<file path="src/sv/rte_steer_cell.sv">
`timescale 1ns / 1ps
`default_nettype none
// ----------------------------------------------------------------------------
// rte_steer_cell
// One axis of the step: scale the offset, divide by the distance, saturate.
// ----------------------------------------------------------------------------
module rte_steer_cell (
    input  wire logic               clk,
    input  wire logic               rst_n,
    input  wire logic               load,
    input  wire logic signed [31:0] from,
    input  wire logic signed [31:0] to,
    input  wire logic [30:0]        step_len,
    input  wire logic [33:0]        span,
    output logic                    done,
    output logic signed [31:0]      coord
);

    logic        busy_reg;
    logic [6:0]  cnt_reg;
    logic signed [31:0] from_reg;
    logic        neg_reg, zero_reg;
    logic [32:0] mag_reg;
    logic [33:0] dist_reg;
    logic [30:0] step_reg;
    logic [63:0] prod_reg, quo_reg;
    logic [34:0] rem_reg;
    logic [34:0] rem_sh;
    logic signed [32:0] diff;
    logic [33:0] q_lim;
    logic signed [35:0] off, sum;

    assign diff   = {to[31], to} - {from[31], from};
    assign rem_sh = {rem_reg[33:0], prod_reg[63]};

    always_ff @(posedge clk or negedge rst_n)
    begin
        if (!rst_n)
        begin
            busy_reg <= 1'b0;
            cnt_reg  <= '0;
        end
        else if (load)
        begin
            busy_reg <= 1'b1;
            cnt_reg  <= '0;
        end
        else if (busy_reg)
        begin
            cnt_reg <= cnt_reg + 7'd1;
            if (cnt_reg == 7'd64)
            begin
                busy_reg <= 1'b0;
            end
        end
    end

    always_ff @(posedge clk)
    begin
        if (load)
        begin
            from_reg <= from;
            neg_reg  <= diff[32];
            mag_reg  <= diff[32] ? 33'(-diff) : 33'(diff);
            zero_reg <= (span == '0);
            dist_reg <= span;
            step_reg <= step_len;
        end
        else if (busy_reg)
        begin
            if (cnt_reg == 7'd0)
            begin
                prod_reg <= 64'(step_reg) * 64'(mag_reg);
                rem_reg  <= '0;
                quo_reg  <= '0;
            end
            else
            begin
                prod_reg <= {prod_reg[62:0], 1'b0};
                if (rem_sh >= {1'b0, dist_reg})
                begin
                    rem_reg <= rem_sh - {1'b0, dist_reg};
                    quo_reg <= {quo_reg[62:0], 1'b1};
                end
                else
                begin
                    rem_reg <= rem_sh;
                    quo_reg <= {quo_reg[62:0], 1'b0};
                end
            end
        end
    end

    always_comb
    begin
        q_lim = (quo_reg > 64'h2_0000_0000) ? 34'h2_0000_0000 : quo_reg[33:0];
        off   = neg_reg ? -$signed({2'b00, q_lim}) : $signed({2'b00, q_lim});
        sum   = {{4{from_reg[31]}}, from_reg} + off;
        if (zero_reg)
        begin
            coord = from_reg;
        end
        else if (sum > 36'sd2147483647)
        begin
            coord = 32'sh7FFF_FFFF;
        end
        else if (sum < -36'sd2147483648)
        begin
            coord = 32'sh8000_0000;
        end
        else
        begin
            coord = sum[31:0];
        end
    end

    assign done = !busy_reg;

endmodule
`default_nettype wire

</file>
<file path="config.mk">
export PLATFORM = sky130hd
export DESIGN_NAME = rte_steer_cell
export DESIGN_NICKNAME = d
export VERILOG_FILES = /design/src/sv/rte_steer_cell.sv
export SDC_FILE = /design/constraint.sdc
export NUM_CORES = 2
export LEC_CHECK = 0
export BUFFER_PORTS_ARGS = -buffer_cell sky130_fd_sc_hd__buf_2
export CORE_MARGIN = 5
export CORE_UTILIZATION = 60
export CTS_BUF_LIST = sky130_fd_sc_hd__clkbuf_4 sky130_fd_sc_hd__clkbuf_8
export CTS_CLUSTER_DIAMETER = 50
export DETAILED_ROUTE_END_ITERATION = 8
export PLACE_DENSITY = 0.82
export SYNTH_ARGS = -nofsm -noshare
export SYNTH_HDL_FRONTEND = slang
export SYNTH_SLANG_ARGS = --single-unit
</file>
<file path="constraint.sdc">
create_clock -name clk -period 7.54 [get_ports clk]
set_input_delay 1.131 -clock clk [delete_from_list [all_inputs] [get_ports clk]]
set_output_delay 1.131 -clock clk [all_outputs]
set_load 0.02 [all_outputs]
</file>
**Word level (Yosys, flattened, before mapping)**

Cells that the tools add are included.

- Bits in registers: 302
- Word-level logic and storage cells: 45

- Magnitude comparators: 4
- Reduce and logical (&&, ||, !) cells: 5
- Bitwise gates (word level): 1
- Multiplexer cells: 14
- Multiply operators: 1
- Add/subtract/negate cells: 6
- Equality and inequality tests: 1

Operators by type and width:

| operator | number |
|---|---|
| 32-bit 2-to-1 mux | 4 |
| 34-bit 2-to-1 mux | 2 |
| 64-bit by 34-bit > comparator with 1-bit output (second input constant) | 1 |
| 31-bit by 33-bit multiplier with 64-bit output | 1 |
| 64-bit 2-to-1 mux | 1 |
| 36-bit adder | 1 |
| 36-bit by 32-bit > comparator with 1-bit output (second input constant) | 1 |
| 36-bit by 32-bit less-than comparator with 1-bit output (second input constant) | 1 |
| 36-bit 2-to-1 mux | 1 |
| 34-bit negator with 36-bit output | 1 |
| 35-bit by 34-bit greater-or-equal comparator with 1-bit output | 1 |
| 34-bit zero test | 1 |
| 34-bit subtractor | 1 |
| 33-bit negator | 1 |
| 32-bit by 32-bit subtractor with 33-bit output | 1 |
| 7-bit 2-to-1 mux | 2 |
| 7-bit by 1-bit adder with 7-bit output (second input constant) | 1 |
| 7-bit == test (second input constant) | 1 |
| 7-bit zero test | 1 |
| 1-bit 2-to-1 mux | 4 |
| 2-bit AND reduction | 1 |
| 2-bit nonzero test | 1 |
| 1-bit zero test | 1 |
| 1-bit NOT | 1 |

**Logic depth before layout (Yosys ltp)**

- Depth in word-level cells: 9
- Depth in mapped cells: 31

**Least setup slack after synthesis**

No wires, ideal clock.

- Path kind: input to register
- From: in load
- To: reg prod_reg[0], enable pin
- Required time: 6.853 ns
- Stages: 2
- Setup slack: -1.213 ns
- Data arrival time: 8.066 ns
- Library setup time: 0.687 ns
- Cell sequence: clkbuf_1 nor2_1

- Word-level cells in the longest chain between the ends: 2

RTL lines:

| item | line | RTL |
|---|---|---|
| start, declared | 10 | `input wire logic load,` |
| 1-bit NOT (no line) | n/a |  |
| 2-bit AND reduction (no line) | n/a |  |
| end signal, assigned | 73 | `prod_reg <= 64'(step_reg) * 64'(mag_reg);` |
| end signal, assigned | 79 | `prod_reg <= {prod_reg[62:0], 1'b0};` |
| end, declared | 26 | `logic [63:0] prod_reg, quo_reg;` |

No other way between the ends.
A chain may end at the register's enable or synchronous reset.

**Worst setup path in the final report**

- From: reg quo_reg[3]
- To: out coord[16]

- Word-level cells in the longest chain between the ends: 9
- Elaborated cells between the ends (all ways): 10
- Those cells by class: 2 x add/sub; 3 x order compare; 5 x mux

RTL lines:

| item | line | RTL |
|---|---|---|
| start, declared | 26 |  |
| start signal, assigned | 83 | `quo_reg <= {quo_reg[62:0], 1'b1};` |
| start signal, assigned | 88 | `quo_reg <= {quo_reg[62:0], 1'b0};` |
| 64-bit by 34-bit > comparator with 1-bit output | 96 | `q_lim = (quo_reg > 64'h2_0000_0000) ? 34'h2_0000_0000 : quo_reg[33:0];` |
| 34-bit 2-to-1 mux * | 96 |  |
| 34-bit negator with 36-bit output | 97 | `off = neg_reg ? -$signed({2'b00, q_lim}) : $signed({2'b00, q_lim});` |
| 36-bit 2-to-1 mux * | 97 |  |
| 36-bit adder * | 98 | `sum = {{4{from_reg[31]}}, from_reg} + off;` |
| 36-bit by 32-bit less-than comparator with 1-bit output | 107 | `else if (sum < -36'sd2147483648)` |
| 32-bit 2-to-1 mux | 107 |  |
| 32-bit 2-to-1 mux * | 103 | `else if (sum > 36'sd2147483647)` |
| 32-bit 2-to-1 mux * | 99 | `if (zero_reg)` |
| end, declared | 16 | `output logic signed [31:0] coord` |

Mark *: on every way between the ends. The rest lies on a longest branch, timed or not.

==> results.md <==
* Hold Crit Class: input port to async pin
* DR pass1 iterations at 8
* Core footprint at 0.0851 sq mm
* Slew Limit Fails at 0
* Max Cap Viol at 0
* CTS tree: done
* Drt wl/cell at 21.1 um
* Yosys top cell by area: fa_1
* Clock Latency Late Sink at 0.78 ns
* Crit path required time at 6.41 ns
* WS Path Type: flop to output pin
* RePlAce Congestion at 0.979
* Worst path max stage delay at 0.55 ns
* Worst setup SP type: flop
* Top_reg_cell synth: edfxtp_1
* Final Skew at 0.0974 ns
* Hold Buf Count CTS at 0
* RSZ-0062 raised after global routing: true
* PnR worst setup slack at -0.649 ns
* Drt drc at 0
* Syn_area_per_cell at 9.09 sq um
* Critical path endpoint category: output pin
* Synth Cell Area at 0.0515 sq mm
* Fin crit share at 109%
* Clock Sinks at 302
* CP max stage cell: or4_4
* CP max FO at 7
* Vias in the first global route at 46100
* Port Buf Inserts at 164
* Area contributors post-synth: fa_1 (35%), edfxtp_1 (17%), ha_1 (8.8%), inv_1 (8.1%), nand2_1 (7.6%)
* 1st-iter DRT viols at 3938
* H-tree depth at 2
* CP arrival at 7.06 ns
* Gr ovfl total at 0
* Nets@finish at 7558
* Yosys cell types at 81
* Failing checks: setup timing
* Setup tns final at -21.95 ns
* Die Y at 303 um
* Critical Path Most Common Cell: buf_6
* Achievable Freq at 122 MHz
* Synthesized net count at 7059
* Seq cells post-synth at 302
* Slew HR at 25.6%
* Dpl hpwl at 113 mm
* GRT Util Overall at 33.0%
* Standard-cell rows at 107
* Commonest non-fill, non-tap cell in the layout: inv_1
* Sequential area share after synthesis at 17.5%
* Global-route wire length before repair at 239 mm
* Die ar. at 0.0918 sq mm
* Initial core utilization at 60.5%
* Total CTS buffers at 59
* Num ports at 165
* Width of the die at 303 um
* Clk pin slew, worst setup/hold paths at 0.06 ns
* Post-synth EDFFs at 294
* Slew @ Worst Pin at 1.12 ns
* Async set-reset flop share out of synthesis at 2.65%
* Initial antenna violation count at 16
* Final hold vios at 0
* Clock root cell: clkbuf_8
* Antenna-violating nets left at 0
* P&R area growth vs syn at 18.9%
* Post-synth top area share at 34.9%
* Layout cell share with drive strength beyond 1 at 19.2%
* Most frequent cells in the layout: inv_1 (1078), nand2_1 (1025), fa_1 (857), buf_4 (435), ha_1 (334)
* Largest net degree at the start of global routing at 141
* Synth Instances at 5666
* Clk buf depth at 3
* Yosys warnings at 0
* Drt via density at 5.92
* Routed via count at 43600
* Status: finished with violations
* WL final at 155 mm
* Period minus WS final at 8.19 ns
* Setup-failing EPs final at 51
==> metrics by stage <==
stage	cell area, sq um	instances	setup slack [ns]	util, %	hold slack, ns
2_1_floorplan	51500	5666	0.0309	-	0.491
4_1_cts	59700	7315	-0.683	70.1	0.185
3_5_place_dp	56600	7127	-0.429	66.5	0.508
6_report	61200	7364	-0.649	71.9	0.251
5_1_grt	61200	7359	-0.900	71.9	0.204
3_3_place_gp	56600	7127	-0.334	66.5	0.499
==> final cells by class <==
class | count | area (sq um)
Antenna cell | 9 | 22.5
Clock buffer | 70 | 895
Clock inverter | 37 | 337
Fill cell | 5669 | 23900
Inverter | 1115 | 4190
Multi-Input combinational cell | 3959 | 39000
Sequential cell | 302 | 9030
Tap cell | 1144 | 1430
Timing Repair Buffer | 728 | 6390
==> worst max-delay path, delay by kind of cell (launching register included) <==
kind / cells / cell delay (ns)
adders and majority gates: 2 / 0.52
xor gates and xnor gates: 2 / 0.41
DFF: 1 / 0.39
AOI/OAI and AO/OA: 12 / 1.82
buffers and inverters: 8 / 1.06
and+or+nand+nor: 7 / 2.16
==> what timing repair did <==
| action | CTS | global route |
|---|---|---|
| buffers inserted | 79 | 45 |
| pin swaps | 130 | 191 |
| endpoints found under the setup margin | 59 | 67 |
| gates cloned | 6 | 3 |
| resized for setup | 242 | 296 |
==> routing by layer <==
metal | track usage (%) | up-vias | wire length, um
met1 | 39.7 | 21500 | 53900
li1 | - | 18700 | -
met2 | 54.2 | 2647 | 74000
met4 | 20.7 | 10 | 12700
met5 | 0 | - | 99
met3 | 7.48 | 807 | 14400
==> cell usage after synthesis, types with 24 or more instances <==
cell type / count
nor2_1: 166
nor2b_1: 30
mux2i_1: 32
nand2_1: 1042
ha_1: 363
xor2_1: 81
nor3_1: 38
fa_1: 898
o21ai_1: 29
a21oi_1: 181
o21a_1: 27
o31ai_1: 24
a21oi_2: 60
and2_1: 264
o21bai_1: 27
clkbuf_1: 278
and3_1: 30
nand4_1: 27
edfxtp_1: 294
nand2b_1: 24
xnor2_1: 114
o21ai_0: 137
inv_1: 1115
a21o_1: 82
nand3_1: 53
==> cells by family (layout without fill, tap and decap cells) <==
kind of cell,Yosys count,after routing,share of synthesized area (%)
AOI/OAI and AO/OA,712,712,9.07
xor gates and xnor gates,196,196,3.35
adders and majority gates,1261,1261,43.7
buffers and inverters,1405,1950,10.3
DFF,302,302,17.5
muxes,32,32,0.622
other,0,9,0
and+or+nand+nor,1758,1758,15.4
==> final timing paths <==
check	startpoint	end	slack, ns	cells past startpoint
setup / recovery	quo_reg[3]$_SDFFCE_PN0P_	coord[16]	-0.65	31
hold / removal	rst_n	cnt_reg[1]$_DFFE_PN0P_	0.25	1
setup reg to reg	mag_reg[7]$_DFFE_PP_	prod_reg[62]$_DFFE_PP_	-0.30	30
hold reg to reg	prod_reg[48]$_DFFE_PP_	prod_reg[49]$_DFFE_PP_	0.48	2
max in group asynchronous	rst_n	cnt_reg[6]$_DFFE_PN0P_	7.12	1
min in group clk	prod_reg[48]$_DFFE_PP_	prod_reg[49]$_DFFE_PP_	0.48	2
Power is left out: the tool's default activity adds up to more than one toggle a clock period on the data nets, which glitch-free logic cannot reach.
