===== src/sv/rte_sqrt.sv =====
`timescale 1ns / 1ps
`default_nettype none
// ----------------------------------------------------------------------------
// rte_sqrt
// Digit-by-digit integer square root, one result bit per cycle.
// ----------------------------------------------------------------------------
module rte_sqrt (
    input  wire logic        clk,
    input  wire logic        rst_n,
    input  wire logic        load,
    input  wire logic [67:0] radicand,
    output logic             done,
    output logic [33:0]      root
);

    logic        busy_reg;
    logic [5:0]  cnt_reg;
    logic [67:0] val_reg;
    logic [35:0] rem_reg;
    logic [33:0] root_reg;
    logic [35:0] rem_sh, trial;

    assign rem_sh = {rem_reg[33:0], val_reg[67:66]};
    assign trial  = {root_reg, 2'b01};

    always_ff @(posedge clk or negedge rst_n)
    begin
        if (!rst_n)
        begin
            busy_reg <= 1'b0;
            cnt_reg  <= '0;
        end
        else if (load)
        begin
            busy_reg <= 1'b1;
            cnt_reg  <= '0;
        end
        else if (busy_reg)
        begin
            cnt_reg <= cnt_reg + 6'd1;
            if (cnt_reg == 6'd33)
            begin
                busy_reg <= 1'b0;
            end
        end
    end

    always_ff @(posedge clk)
    begin
        if (load)
        begin
            val_reg  <= radicand;
            rem_reg  <= '0;
            root_reg <= '0;
        end
        else if (busy_reg)
        begin
            val_reg <= {val_reg[65:0], 2'b00};
            if (rem_sh >= trial)
            begin
                rem_reg  <= rem_sh - trial;
                root_reg <= {root_reg[32:0], 1'b1};
            end
            else
            begin
                rem_reg  <= rem_sh;
                root_reg <= {root_reg[32:0], 1'b0};
            end
        end
    end

    assign done = !busy_reg;
    assign root = root_reg;

endmodule
`default_nettype wire


===== config.mk =====
export PLATFORM = sky130hd
export DESIGN_NAME = rte_sqrt
export DESIGN_NICKNAME = d
export VERILOG_FILES = /design/src/sv/rte_sqrt.sv
export SDC_FILE = /design/constraint.sdc
export NUM_CORES = 1
export LEC_CHECK = 0
export BUFFER_PORTS_ARGS = -buffer_cell sky130_fd_sc_hd__clkbuf_2
export CAP_MARGIN = 10
export CORE_MARGIN = 2
export CORE_UTILIZATION = 54
export CTS_BUF_LIST = sky130_fd_sc_hd__clkbuf_8
export CTS_CLUSTER_DIAMETER = 200
export DETAILED_ROUTE_END_ITERATION = 12
export PLACE_DENSITY = 0.85
export SYNTH_ARGS = -nofsm -noshare
export SYNTH_HDL_FRONTEND = slang
export SYNTH_SLANG_ARGS = --single-unit

===== constraint.sdc =====
create_clock -name clk -period 2.9 [get_ports clk]
set_input_delay 0.145 -clock clk [delete_from_list [all_inputs] [get_ports clk]]
set_output_delay 0.145 -clock clk [all_outputs]
set_load 0.05 [all_outputs]

======== Yosys cells after proc, flatten, opt, wreduce, memory -nomap -nowiden ========
Index checks and enable logic that the tools add are counted.
operators by class
  add/subtract/negate cells ............... 2
  $lt $le $gt $ge ......................... 1
  eq/ne operators ......................... 1
  reduce and logical (&&, ||, !) cells .... 2
  muxes and demuxes ....................... 9
operators by type and width
  operator                                     number
  two-way mux 68 bit                           2
  >= comparator 36 bit                         1
  two-way mux 34 bit                           1
  subtractor 34 bit                            1
  two-way mux 6 bit                            2
  adder 6 x 1 -> 6 bit, second input constant  1
  == test 6 bit, second input constant         1
  two-way mux 1 bit                            4
  nonzero test 2 bit                           1
  logical NOT 1 bit                            1
word-level totals
  bits of input ports ..................... 71
  register bits ........................... 143
  word-level logic and storage cells ...... 20

======== Longest topological paths before layout ========
Gate-level depths: netlist of run 1.
  word-level depth ........................ 4
  depth in mapped cells ................... 14
  mapped depth without buffers ............ 11

======== Least setup slack after synthesis of run 1 ========
OpenSTA, ideal clock, no wires.
  path type ............................... register to register
  start point ............................. register root_reg[0] (netlist: root[0])
  end point ............................... register rem_reg[16]
  stages on the path, launching flop included .. 14
  library setup time ...................... 141 ps
  slack ................................... -207 ps
  period minus slack after synthesis ...... 3107 ps
  data arrival time ....................... 2966 ps
  required time ........................... 2759 ps
  cell sequence ........................... dfxtp_1 > inv_1 > ha_1 > nor2b_1 > o31a_1 > o31a_1 > o31a_4 > o21ai_1 > and3b_2 > buf_6 > buf_4 > nor2_1 > a21oi_1 > a211oi_2
between the ends
  cells in the longest elaborated chain, start to end .. 2
  elaborated cells between the ends (all ways) .. 3
RTL lines
  element                                                    RTL line  RTL
  from (decl)                                                20        logic [33:0] root_reg;
  from (signal assigned)                                     62        root_reg <= {root_reg[32:0], 1'b1};
  from (signal assigned)                                     67        root_reg <= {root_reg[32:0], 1'b0};
  subtractor 34 bit or >= comparator 36 bit (tied branches)  61, 59
  two-way mux 34 bit (*)                                     59        if (rem_sh >= trial)
  to (signal assigned)                                       61        rem_reg <= rem_sh - trial;
  to (signal assigned)                                       66        rem_reg <= rem_sh;
  to (decl)                                                  19        logic [35:0] rem_reg;
Every way passes the cells marked *; elsewhere a longest branch is shown, timed or not.
A chain may end at the register's enable or synchronous reset.

======== Worst setup path after layout of run 1 ========
  start point ............................. register root_reg[0] (netlist: root[0])
  end point ............................... register rem_reg[30]
Same word-level chain as after synthesis.

==> run summary, run 1 <==
clk_skew = 13.1 ps
total negative slack for setup checks = 0 ps
share of layout cells above drive strength 1 = 31.4%
FF-to-FF path depth = 12
area delta synth->final = 26.8%
die area = 0.0155 sq mm
Non-Filler Instances = 1,142
DP Wirelength = 11,200 microns
Max transition margin = 65.5%
Rows = 44
Critical Path End = rem_reg[30]$_SDFFE_PP0P_
final WL = 19,300 microns
Filler cells = 985
vias in the first global route = 6,248
H-tree levels = 4
Avg WL per Cell = 16.9 microns
worst reg2reg setup slack = 50 ps
endpoint type of the worst setup path = register
Fmax = 0.351 GHz
final setup vio count = 0
most frequent cells in the layout = clkbuf_2, nor2_1, dlygate4sd3_1
PwrDens = 894 mW/mm^2
crit start category = register
placer's final routability congestion estimate = 0.889
RSZ-0062 raised after global routing = true
predominant post-synthesis flop cell = edfxtp_1
maximum vdd drop = 0.665 mV
DRT iter0 DRCs = 444
Die H = 125 microns
Max Slew Vio Count = 0
CP required = 3300 ps
Arr. time, crit path = 3260 ps
antenna-violating nets left = 0
IO Count = 106
clock sinks = 143
worst setup path start = root[0]$_SDFFE_PP0P_
max FFs per register = 68
FF+latch count, synth = 143
GRT Residual Overflow = 0
drt pass-1 iters = 5
Slew @ Worst Pin = 512 ps
PortBufs = 105
CTS max path bufs = 2
reg2reg end = rem_reg[30]$_SDFFE_PP0P_
Leak = 0.00438 uW
vias = 6,461
Final min period = 2850 ps
EDFF count, synth = 68
max-cap violations = 0
Seq/Total Area, Yosys = 45.5%
Hold Crit Class = input port to async pin
mapped cell area = 0.00786 sq mm
Skew-Pair Late Insertion Delay = 480 ps
min setup slack post-route = 47.0 ps
pre-CTS WS = 1.76 ps
hold_ws = 70.6 ps
n_diodes = 0
Reg area = 0.00361 sq mm
initial antenna violation count = 0
final-stage net count = 1,054
vias per std cell = 5.66
Crit Path Class = register to register
fin crit share = 98.4%
DR DRC count = 0
maximum number of pins on one net before global-route repair = 73
Hold Vio Cnt, Final = 0
area occupied by multi-input gates = 0.00405 sq mm
status = finished clean
Post-Syn Area per Cell = 10.4 sq um
GRT Overall Usage = 24.6%
total CTS buffers = 17
Async SR Flop Fraction = 4.90%
Inst Count DP = 1,035
first-pass GRT wire length = 30,600 microns
TritonCTS clock tree = built
Initial Util = 54.7%
crit-path max FO = 4
CTS Root Cell = clkbuf_8
Die Span X = 125 microns
cells after synthesis = 757
Netlist cell types = 59
syn_nets = 866
core area = 0.0144 sq mm
RR Startpoint = root[0]$_SDFFE_PP0P_
most common cell after layout, fill and taps aside = clkbuf_2
Syn. warnings = 0
clock transition at the registers of the reported paths = 100 ps
[layer usage]
| layer | vias to the layer above | wire length [microns] | GRT usage, % |
|---|---|---|---|
| li1 | 3127 | - | - |
| met1 | 3052 | 8000 | 30.0 |
| met2 | 221 | 9580 | 41.8 |
| met3 | 61 | 933 | 5.07 |
| met4 | 0 | 782 | 11.4 |
| met5 | - | 0 | 0 |
[metrics by stage]
| stage | util [%] | total power (uW) | cell area (sq um) |
|---|---|---|---|
| 3_3_place_gp | 60.6 | 6850 | 8710 |
| 5_1_grt | 69.4 | 9490 | 9970 |
| 6_report | 69.4 | 8910 | 9970 |
| 3_5_place_dp | 60.6 | 6940 | 8710 |
| 4_1_cts | 67.9 | 8530 | 9760 |
| 2_1_floorplan | - | 6100 | 7880 |
[area by class of cell]
cell class / count / area share [%]
tap: 184 / 2.31
clock inverter: 15 / 1.31
sequential: 143 / 36.2
multi-input combinational: 528 / 40.6
inverter: 45 / 1.72
clock buffer: 17 / 2.35
timing repair buffer: 210 / 15.5
[cells by family (layout without fill, tap and decap cells)]
kind of cell	count (synthesis)	in the layout	synth area share [%]
and+or+nand+nor	193	193	11.0
AOI/OAI and AO/OA	161	161	14.6
DFF	143	143	45.5
muxes	108	108	14.8
buffers and inverters	86	287	4.89
adders and majority gates	38	38	6.05
xor gates and xnor gates	28	28	3.12
[report_power, final]
group / internal (uW) / total, uW / switching [uW]
registers: 2420 / 2620 / 202
logic: 2300 / 4780 / 2480
clock network: 620 / 1510 / 889
[worst max-delay path: stages (launching register included)]
cell	delay [ps]
dfxtp_4	370
inv_2	50
ha_4	200
nor2b_2	150
o31a_1	300
o31a_1	300
o31a_4	290
buf_6	130
a2111oi_4	390
o21bai_1	120
a21oi_1	160
xor2_1	80
o31ai_1	220
[worst min path at each step]
stage | start | to | slack [ps]
2_1_floorplan | rst_n | busy_reg$_DFF_PN0_ | -150
3_3_place_gp | rst_n | cnt_reg[0]$_DFFE_PN0P_ | -5
3_5_place_dp | rst_n | cnt_reg[0]$_DFFE_PN0P_ | -5
4_1_cts | rst_n | cnt_reg[4]$_DFFE_PN0P_ | 60
5_1_grt | rst_n | cnt_reg[4]$_DFFE_PN0P_ | 60
6_report | rst_n | cnt_reg[3]$_DFFE_PN0P_ | 70
[synth_stat cells (all sizes together), types with 5 or more instances]
| library cell | n | area, sq um |
|---|---|---|
| nor2 | 96 | 360 |
| dfxtp | 68 | 1360 |
| edfxtp | 68 | 2040 |
| mux2 | 66 | 743 |
| a21oi | 55 | 283 |
| inv | 45 | 169 |
| mux2i | 42 | 420 |
| ha | 38 | 475 |
| nand2 | 37 | 139 |
| clkbuf | 27 | 101 |
| a211oi | 26 | 240 |
| o21ai | 19 | 95.1 |
| xnor2 | 17 | 149 |
| buf | 14 | 114 |
| a21o | 12 | 90.1 |
| nand4 | 11 | 68.8 |
| xor2 | 11 | 96.3 |
| nor3 | 10 | 50.1 |
| or3 | 9 | 56.3 |
| a311oi | 7 | 80.1 |
| dfrtp | 7 | 175 |
| o21a | 7 | 52.6 |
| nand3 | 6 | 30.0 |
| and2 | 5 | 31.3 |
| o21bai | 5 | 37.5 |
[timing repair]
action	CTS	global route
gates resized for setup	1	32
setup endpoints to repair	2	34
hold endpoints to repair	75	0
hold buffers	69	0
pin swaps	1	14
buffers inserted	0	6
(Power assumes the default switching activity.)
==> inputs of run 2 (changes only) <==
Settings changed: ABC_AREA set to 1, CORE_UTILIZATION 54 to 61, PLACE_DENSITY 0.85 to 0.89, SLEW_MARGIN set to 20.
Clock period 2.9 ns to 3.61 ns, I/O delays scaled along.
==> run summary, run 2 <==
status = finished clean
Filler cells = 1,105
DRT iter0 DRCs = 625
predominant post-synthesis flop cell = edfxtp_1
top cells by count, synth = nand2_1, inv_1, nand3_1, dfxtp_1, edfxtp_1
most frequent cells in the layout = nand2_1, inv_1, clkbuf_2
Avg WL per Cell = 15.4 microns
area delta synth->final = 16.5%
placer's final routability congestion estimate = 0.964
DP Wirelength = 15,800 microns
IO Count = 106
TritonCTS clock tree = built
EDFF count, synth = 68
Skew-Pair Late Insertion Delay = 470 ps
clock transition at the registers of the reported paths = 100 ps
hold_ws = 6.03 ps
final setup vio count = 0
most common cell in the netlist = nand2_1
Netlist cell types = 38
total CTS buffers = 17
Leak = 0.00518 uW
Hold Crit Class = input port to register
Max Slew Vio Count = 0
share of the synthesized area in the top cell type = 24.1%
RSZ-0062 raised after global routing = false
vias in the first global route = 8,084
Setup Fix Bufs, Post-CTS = 0
Reg area = 0.00358 sq mm
die area = 0.0148 sq mm
n_diodes = 0
H-tree levels = 4
endpoint type of the worst setup path = register
Async SR Flop Fraction = 4.90%
Fmax = 0.354 GHz
PortBufs = 105
Hold Vio Cnt, Final = 0
top post-synthesis cells by area = edfxtp_1, nand2_1, dfxtp_1, inv_1, ha_1
clk_skew = 21.4 ps
CP required = 4010 ps
first-pass GRT wire length = 38,100 microns
Arr. time, crit path = 3220 ps
final WL = 23,500 microns
GRT Residual Overflow = 0
DR DRC count = 0
Slew @ Worst Pin = 1120 ps
initial antenna violation count = 0
fin crit share = 78.2%
CTS Root Cell = clkbuf_8
Crit Path Class = register to register
antenna-violating nets left = 0
drt pass-1 iters = 5
FF+latch count, synth = 143
area occupied by multi-input gates = 0.00405 sq mm
max-cap violations = 0
vias = 8,170
Sw Share = 47.6%
Final min period = 2820 ps
Die H = 122 microns
most common cell after layout, fill and taps aside = nand2_1
core area = 0.0137 sq mm
share of layout cells above drive strength 1 = 11.9%
Comb power frac = 56.3%
Seq/Total Area, Yosys = 42.3%
post-synth top area cell = edfxtp_1
P_sw = 3740 uW
syn_nets = 1,313
clock share of power = 17.1%
Seq pwr share = 26.6%
Die Span X = 122 microns
crit-path max FO = 35
maximum number of pins on one net before global-route repair = 69
maximum vdd drop = 0.421 mV
CTS max path bufs = 2
final-stage net count = 1,444
Initial Util = 61.7%
max FFs per register = 68
clock sinks = 143
post-cts sizing count = 0
PwrDens = 797 mW/mm^2
crit start category = register
vias per std cell = 5.35
mapped cell area = 0.00846 sq mm
GRT Overall Usage = 32.9%
Post-Syn Area per Cell = 7.03 sq um
cells after synthesis = 1,204
total negative slack for setup checks = 0 ps
Max transition margin = 24.7%
Internal = 4120 uW
Syn. warnings = 0
Rows = 43
[run 2: cell types whose count changed after synthesis, moves of 13 or more]
cell      change
nand3_1      +73
inv_1       +120
a211oi_1     -17
a21oi_1      -19
nand3b_1     +13
mux2_2       -66
mux2i_1      -42
o22ai_1      +30
nand2_1     +494
nor2_1       -47
[run 2: layout make-up]
cell class | instances | share of cell area [%]
clock buffers | 17 | 2.37
clock inverters | 14 | 1.69
inverters | 168 | 6.43
multi-input cells | 855 | 41.1
flip-flops and latches | 143 | 36.3
well taps | 180 | 2.29
repair buffers | 150 | 9.75
[run 2: cell families after synthesis]
logic type	synth area share [%]
fa+ha+maj	5.62
xor+xnor	1.55
compound gates	6.33
simple gates	34.4
buf+inv	9.76
flops	42.3
[run 2: final timing paths]
check,end,cells past startpoint,slack [ps],from
max reg2reg,rem_reg[27]$_SDFFE_PP0P_,14,790,root[15]$_SDFFE_PP0P_
min reg2reg,rem_reg[33]$_SDFFE_PP0P_,2,470,rem_reg[33]$_SDFFE_PP0P_
min in group asynchronous,cnt_reg[2]$_DFFE_PN0P_,2,100,rst_n
max,rem_reg[27]$_SDFFE_PP0P_,14,790,root[15]$_SDFFE_PP0P_
max in group asynchronous,cnt_reg[3]$_DFFE_PN0P_,2,3330,rst_n
min,val_reg[35]$_DFFE_PP_,3,6,radicand[35]
[run 2: layer usage]
layer | vias to the layer above | track usage (%) | part of all wire, %
li1 | 4058 | - | -
met1 | 3671 | 38.2 | 40
met2 | 379 | 58.0 | 50
met3 | 62 | 8.94 | 7.6
met4 | 0 | 12.6 | 3.0
met5 | - | 0 | 0
[run 2: stage by stage]
step	cells	power (uW)	util, %	instance area [sq um]	setup WS, ps
final	1527	7850	71.8	9850	788
after global placement	1457	6360	66.0	9060	906
after floorplan	1204	5500	-	8460	545
after global routing	1527	8560	71.8	9850	521
after CTS	1525	7790	71.7	9830	808
after detailed placement	1457	6420	66.0	9060	850
[run 2: power groups by stage]
stage	combinational, uW	sequential, uW	clock, uW
2_1_floorplan	3380	2110	0
3_3_place_gp	4250	2110	0
3_5_place_dp	4300	2120	0
4_1_cts	4360	2090	1340
5_1_grt	5020	2110	1430
6_report	4420	2090	1340
[run 2: what timing repair did]
| item | 4_1_cts | 5_1_grt |
|---|---|---|
| hold endpoints to repair | 43 | 2 |
| setup endpoints to repair | 0 | 0 |
| hold buffers | 37 | 2 |
[run 2: critical path, cell delays in order (launching register included)]
cell	delay, ps
dfxtp_1	340
inv_1	70
ha_1	360
nand2_1	140
nor2_2	130
inv_2	70
nor2_4	120
nand3_2	100
nand3_2	120
nand3_4	330
nand2_4	450
nand2_1	260
nand2_1	120
nand2_1	60
nand2_1	50
==> inputs of run 3 (changes only) <==
Settings changed: CORE_UTILIZATION 61 to 55, PLACE_DENSITY 0.89 to 0.85.
Clock period 3.61 ns to 2.4 ns, I/O delays scaled along.
==> run summary, run 3 (same netlist as run 2, synthesis figures left out) <==
status = finished clean
final WL = 24,300 microns
crit-path max FO = 7
PwrDens = 1160 mW/mm^2
H-tree levels = 4
most frequent cells in the layout = nand2_1, inv_1, clkbuf_2
Internal = 6200 uW
Leak = 0.00535 uW
Skew-Pair Late Insertion Delay = 490 ps
max FFs per register = 68
CTS Root Cell = clkbuf_8
Fmax = 0.436 GHz
worst reg2reg setup slack = 110 ps
Crit Path Class = register to register
CP Buf/Inv Count = 1
Max Slew Vio Count = 0
endpoint type of the worst setup path = register
Arr. time, crit path = 2610 ps
Avg WL per Cell = 15.4 microns
Sw Share = 48.2%
area delta synth->final = 21.5%
CP required = 2720 ps
total negative slack for setup checks = 0 ps
Rows = 45
Die Span X = 128 microns
Slew @ Worst Pin = 642 ps
maximum vdd drop = 0.790 mV
DRT iter0 DRCs = 726
core area = 0.0151 sq mm
RR Startpoint = root[29]$_SDFFE_PP0P_
placer's final routability congestion estimate = 0.984
share of layout cells above drive strength 1 = 12.8%
CP Cell Sequence = inv_1 -> ha_1 -> a21oi_1 -> nand2_1 -> a21oi_1 -> nand2_1 -> nor2_2 -> nand2_4 -> nand2_1 -> o21ai_0
GRT Overall Usage = 30.8%
reg2reg end = root[0]$_SDFFE_PP0P_
PortBufs = 105
clock sinks = 143
total CTS buffers = 17
vias in the first global route = 8,364
IO Count = 106
die area = 0.0164 sq mm
Max transition margin = 57.2%
GRT Residual Overflow = 0
Initial Util = 56.1%
Placed Area = 0.00917 sq mm
Hold Vio Cnt, Final = 0
final-stage net count = 1,484
TritonCTS clock tree = built
most frequent CP cell = nand2_1
first-pass GRT wire length = 39,700 microns
clk_skew = 22.5 ps
RSZ-0062 raised after global routing = true
drt pass-1 iters = 6
slowest stage delay, CP = 410 ps
crit start category = register
Slowest-stage cell, CP = ha_1
design area = 0.0103 sq mm
max-cap violations = 0
Hold Crit Class = input port to async pin
fin crit share = 95.5%
vias = 8,428
Comb power frac = 58.1%
Top delay family on crit path = simple AND/OR/NAND/NOR gates
Die H = 128 microns
Post-Route Utilization = 68.1%
antenna-violating nets left = 0
vias per std cell = 5.34
CTS max path bufs = 2
Final min period = 2290 ps
Seq pwr share = 26.3%
final setup vio count = 0
P_sw = 5760 uW
FF-to-FF path depth = 10
clock share of power = 15.6%
maximum number of pins on one net before global-route repair = 69
DP Wirelength = 15,700 microns
DR DRC count = 0
clock transition at the registers of the reported paths = 90 ps
most common cell after layout, fill and taps aside = nand2_1
initial antenna violation count = 1
==> run 3: cell count changes in the layout (fill, tap and decap cells not counted), sizes merged <==
cell	change
bufinv	-2
dlygate4sd3	+30
clkinvlp	-1
buf	+10
clkinv	+1
inv	+3
diode	+1
==> run 3: per-layer routing <==
| metal | GRT usage, % | part of all wire, % |
|---|---|---|
| met5 | 0 | 0 |
| met4 | 14.8 | 3.7 |
| met3 | 7.47 | 7.0 |
| met2 | 52.5 | 49 |
| met1 | 36.5 | 41 |
==> run 3: metrics by stage <==
step,power (uW),worst slack [ps],instances,hold WS (ps)
6_report,12000,109,1577,6.88
5_1_grt,13000,-36.1,1577,24.3
4_1_cts,11800,143,1576,20.7
3_5_place_dp,9820,163,1475,-31.9
3_3_place_gp,9750,149,1475,-36.0
2_1_floorplan,8270,39.5,1204,-176
==> run 3: worst max path at each step <==
stage | startpoint | slack [ps] | cells past startpoint | end
5_1_grt | root[25]$_SDFFE_PP0P_ | -40 | 15 | rem_reg[29]$_SDFFE_PP0P_
3_3_place_gp | root[25]$_SDFFE_PP0P_ | 150 | 12 | root[0]$_SDFFE_PP0P_
4_1_cts | root[29]$_SDFFE_PP0P_ | 140 | 11 | root[0]$_SDFFE_PP0P_
6_report | root[29]$_SDFFE_PP0P_ | 110 | 10 | root[0]$_SDFFE_PP0P_
3_5_place_dp | root[29]$_SDFFE_PP0P_ | 160 | 10 | root[0]$_SDFFE_PP0P_
2_1_floorplan | root[27]$_SDFFE_PP0P_ | 40 | 13 | rem_reg[18]$_SDFFE_PP0P_
==> run 3: area by class of cell <==
class | instances | area, sq um
clock buffers | 17 | 234
flip-flops and latches | 143 | 3580
well taps | 188 | 235
fillers | 1223 | 4810
inverters | 168 | 633
diodes | 1 | 2.50
clock inverters | 15 | 134
repair buffers | 190 | 1370
multi-input cells | 855 | 4100
==> run 3: power by group through the flow <==
stage               clock network (uW)  registers, uW  logic (uW)
floorplan                            0           3180        5090
global placement                     0           3170        6580
detailed placement                   0           3180        6650
CTS                               1870           3130        6770
global route                      1970           3180        7810
finish                            1870           3140        6950
==> run 3: timing repair <==
| item | CTS | global route |
|---|---|---|
| hold buffers | 69 | 0 |
| endpoints found under the hold margin | 75 | 0 |
| setup buffers | 0 | 0 |
| endpoints found under the setup margin | 0 | 21 |
| resized for setup | 0 | 8 |
